$ cat config.mk
export PLATFORM = sky130hd
export DESIGN_NAME = dvf_cell
export DESIGN_NICKNAME = d
export VERILOG_FILES = /design/src/rtl/core/dvf_pkg.sv /design/src/rtl/core/dvf_cell.sv
export SDC_FILE = /design/constraint.sdc
export NUM_CORES = 1
export LEC_CHECK = 0
export ABC_AREA = 1
export ABC_CLOCK_PERIOD_IN_PS = 5500
export BUFFER_PORTS_ARGS = -buffer_cell sky130_fd_sc_hd__buf_2
export CORE_MARGIN = 10
export CORE_UTILIZATION = 52
export CTS_BUF_LIST = sky130_fd_sc_hd__clkbuf_8 sky130_fd_sc_hd__clkbuf_16
export DETAILED_ROUTE_END_ITERATION = 12
export PLACE_DENSITY = 0.8
export SYNTH_ARGS = -nofsm -noshare
export SYNTH_HDL_FRONTEND = slang
export SYNTH_SLANG_ARGS = --single-unit
$ cat constraint.sdc
create_clock -name clock -period 5.5 [get_ports clock]
set_input_delay 0.825 -clock clock [delete_from_list [all_inputs] [get_ports clock]]
set_output_delay 0.825 -clock clock [all_outputs]
set_load 0.01 [all_outputs]
$ cat src/rtl/core/dvf_pkg.sv
// Package for the distinct value filter.
// It holds the transfer payload types, the per-item flag group and the field constants.
// It depends on nothing else.
package dvf_pkg;

   // Widths of the transfer fields.
   localparam int VALUE_W = 32;
   localparam int COUNT_W = 11;

   // The largest distinct count that the result field can show.
   localparam int COUNT_MAX = 2047;

   // Input payload: one value of the current list.
   typedef struct packed {
      logic signed [VALUE_W-1:0] sample_value;
      logic                      last_in_list;
   } req_type;

   // Result payload: one result for each accepted value.
   typedef struct packed {
      logic signed [VALUE_W-1:0] value_out;
      logic                      is_new;
      logic [COUNT_W-1:0]        distinct_count;
      logic                      table_overflow;
      logic                      list_done;
   } rsp_type;

   // Status that travels with an item from cell to cell.
   typedef struct packed {
      logic valid;
      logic last;
      logic matched;
      logic stored;
   } dvf_flags_type;

endpackage

$ cat src/rtl/core/dvf_cell.sv
// One cell of the filter chain: it holds one table entry and one item stage.
// It depends on dvf_pkg for the flag group type and the value width.
module dvf_cell #(
   parameter int CountWidth = 11
) (
   input  logic                                clock,
   input  logic                                reset,
   input  logic                                advance,
   input  dvf_pkg::dvf_flags_type              in_flags,
   input  logic [dvf_pkg::VALUE_W-1:0]         in_value,
   input  logic [CountWidth-1:0]               in_count,
   output dvf_pkg::dvf_flags_type              out_flags,
   output logic [dvf_pkg::VALUE_W-1:0]         out_value,
   output logic [CountWidth-1:0]               out_count
);

   logic [dvf_pkg::VALUE_W-1:0] entry_ff;
   logic                        filled_ff;
   logic                        filled_in;
   dvf_pkg::dvf_flags_type      flags_ff;
   dvf_pkg::dvf_flags_type      flags_in;
   logic [dvf_pkg::VALUE_W-1:0] value_ff;
   logic [CountWidth-1:0]       count_ff;
   logic [CountWidth-1:0]       count_in;
   logic                        hit;
   logic                        take;

   // The item matches a stored entry, or claims this cell as the first empty one.
   assign hit  = in_flags.valid && filled_ff && (entry_ff == in_value);
   assign take = in_flags.valid && !filled_ff && !in_flags.matched && !in_flags.stored;

   // The item counts every occupied cell that it passes, its own store included.
   assign count_in = in_count + CountWidth'(filled_ff || take);

   always_comb begin
      flags_in.valid   = in_flags.valid;
      flags_in.last    = in_flags.last;
      flags_in.matched = in_flags.matched || hit;
      flags_in.stored  = in_flags.stored || take;
   end

   // The filled bits of the row form the fill count in unary; the last item of a
   // list empties each cell as it passes.
   always_comb begin
      filled_in = filled_ff;
      if (in_flags.valid) begin
         if (in_flags.last) begin
            filled_in = 1'b0;
         end else if (take) begin
            filled_in = 1'b1;
         end
      end
   end

   // Control state of the cell.
   always_ff @(posedge clock) begin
      if (reset) begin
         filled_ff <= 1'b0;
         flags_ff  <= '0;
      end else if (advance) begin
         filled_ff <= filled_in;
         flags_ff  <= flags_in;
      end
   end

   // Entry and item payload.
   always_ff @(posedge clock) begin
      if (advance) begin
         if (take) begin
            entry_ff <= in_value;
         end
         value_ff <= in_value;
         count_ff <= count_in;
      end
   end

   assign out_flags = flags_ff;
   assign out_value = value_ff;
   assign out_count = count_ff;

endmodule

==> flow_summary_export.csv <==
group,metric,value,unit
place,dp_hpwl,4963,µm
finish,syn_to_final_growth,22.67,%
place,post-place-ws,2.639,ns
cts,clock-sinks,80,
timing,min_period_over_period,44.39,%
finish,final_cell_mix,"96 x buf_2, 75 x edfxtp_1, 61 x nand2_1",
synthesis,ys.flop_type,"edfxtp_1",
worst_setup_path,crit_fanout,49,
synthesis,async_reset_ff_share,0,%
finish,regArea,0.002352,mm²
finish,fin_area,0.003968,mm²
synthesis,synth_edf_count,75,
worst_setup_path,startpoint_type,"input pin",
worst_setup_path,cpLargestDelayFamily,"buffers and inverters",
worst_setup_path,critPathArrivalTime,2.40,ns
pwr,p_leak,0.001763,µW
route,ant_nets,0,
status,outcome,"completed",
route,drc,0,
timing,setup_viol,0,
worst_setup_path,crit_slowest_cell,"nor2_4",
global_routing,grt.total_usage,13.57,%
global_routing,overflow,0,
global_routing,grt_first_pass_wirelength,10590,µm
floorplan,dieArea,0.009774,mm²
place,io_buffers,96,
cts,ctsRootBufferMaster,"clkbuf_8",
synthesis,syn_area,0.003234,mm²
floorplan,fp.dieH,98.87,µm
cts,cts_resized,0,
timing,hold_viol,0,
place,routabilityCongestion,0.8717,
finish,layout_commonest_cell,"buf_2",
cts,cts_setup_buffers,0,
timing,post-route-min-period,2.441,ns
synthesis,ys_ff_latch,80,
route,first_pass_iters,4,
synthesis,yosysUniqueCellTypes,21,
floorplan,fp-row-count,28,
finish,drive_gt1_share,31.00,%
pwr,vdd_ir_drop_max,0.2204,mV
synthesis,syn_avg_cell_area,12.44,µm²
cts,clock_latency,0.33,ns
global_routing,antenna_found_initial,0,
timing,setup_tns,0,ns
worst_hold_path,hold_class,"flip-flop to flip-flop",
route,drt-initial-drc-count,96,
cts,ctsHoldBuffers,0,
timing,relSlewSlack,41.15,%
global_routing,grt_max_degree,50,
finish,nets,421,
run,drv_cap,0,
timing,worstMarginPinSlew,0.8807,ns
floorplan,core_area,0.005991,mm²
timing,setup_ws,3.059,ns
finish,multi_input_area,724.4,µm²
floorplan,io_pins,97,
timing,grt_setup_unrepaired,"no",
synthesis,synthTopCellsByArea,"edfxtp_1 70%, nand2_1 7.1%, inv_1 5.0%, xnor2_1 3.2%, dfxtp_1 3.1%",
worst_setup_path,crit_chain,"buf_2 > buf_4 > inv_1 > nor2_4",
route,via_per_inst,4.747,
worst_setup_path,endpoint_kind,"flip-flop",
cts,ctsHtreeMaxLevel,3,
pwr,p_per_area,292.4,mW/mm²
synthesis,yosysTopAreaCellShare,69.63,%
finish,diodes,0,
route,drt-total-wl,6574,µm
cts,clockBufferDepth,2,
worst_setup_path,crit_type,"input pin to flip-flop",
worst_setup_path,critPathRequiredTime,5.46,ns
worst_setup_path,cp_slowest_stage_delay,0.74,ns
synthesis,ys_seq_area_share,72.73,%
cts,clk_pin_slew,0.06,ns
global_routing,grt_pass1_vias,2188,
timing,timing.fmax,409.6,MHz
place,placed_area,0.003824,mm²
synthesis,synthCells,260,
worst_setup_path,worst-path-buf-inv,3,
route,wl_per_cell,14.74,µm
synthesis,synth.yosys.warnings,0,
timing,slew_viol_final,0,
synthesis,synth.net_count,313,
finish,n_fill_cell,465,
synthesis,netlist.top_cell.by_area,"edfxtp_1",
timing,fin_skew,0.006720,ns
cts,cts_inserted_buffers,9,
floorplan,initial_core_util,53.99,%
cts,cts_tree,"yes",
route,vias,2117,
floorplan,die_w,98.87,µm
-- cells in the mapped netlist (2+ instances only) --
cell / number
xnor2_1: 12
dfxtp_1: 5
edfxtp_1: 75
o21ai_0: 3
nor2_1: 24
nand2_1: 61
nand3_1: 6
ha_1: 3
xor2_1: 8
nand4_1: 5
a21oi_1: 4
o22ai_1: 2
nand3_2: 2
inv_1: 43
-- logic make-up (layout without fill, tap and decap cells) --
family	Yosys count	after routing	synth area share (%)
simple gates	103	103	13.62
flops	80	80	72.73
buf+inv	44	155	5.106
xor+xnor	21	21	5.919
compound gates	9	9	1.470
fa+ha+maj	3	3	1.161
-- power breakdown --
part	leakage (µW)	total, µW	internal (µW)	switching, µW
registers	0.000753	708	700	8.05
clock network	0.0000862	341	152	190
logic	0.000924	111	44.2	66.7
-- metrics by stage --
stage	instances	hold slack [ns]	power, µW	utilization [%]
after floorplan	260	0.4772	765.6	-
after global placement	432	0.4560	829.5	63.83
after detailed placement	432	0.4547	835.0	63.83
after CTS	446	0.4652	1170	66.23
after global routing	446	0.5072	1209	66.23
final	446	0.4659	1160	66.23
-- state kept, by name, summed over array words and instances, names as in the netlist --
signal and cells:
entry_ff 32, out_value 32, out_count 11, out_flags 4, filled_ff 1
-- worst paths after layout --
kind / to / slack, ns / cells past startpoint / start
worst max-delay path: entry_ff[18] / 3.06 / 4 / advance
worst min register to register: out_flags[0] / 0.47 / 2 / out_flags[0]
worst max register to register: out_count[9] / 3.45 / 12 / filled_ff
worst min-delay path: out_flags[0] / 0.47 / 2 / out_flags[0]
-- worst register-to-register path: stages (launching register included) --
cell and delay [ns]:
dfxtp_1 0.32, inv_1 0.12, nand2_1 0.07, nor2_1 0.12, nand2_1 0.14, nand2_1 0.09, ha_1 0.21, nand3_2 0.13
nor3_4 0.16, nand3_2 0.11, nor2_2 0.11, nand2_2 0.07, xnor2_2 0.13
-- cell type report --
type	count	area share, %
Sequential cell	80	59.29
Multi-Input combinational cell	136	18.26
Timing Repair Buffer	97	12.30
Inverter	44	4.163
Clock buffer	9	3.122
Tap cell	75	2.365
Clock inverter	5	0.5046
-- routing by layer --
layer	routed length, µm	GRT usage (%)
met4	70	5.954
met3	563	5.447
met5	0	0
met1	2678	15.29
met2	3262	22.19
Note: power is estimated with default switching activity, not from simulation.
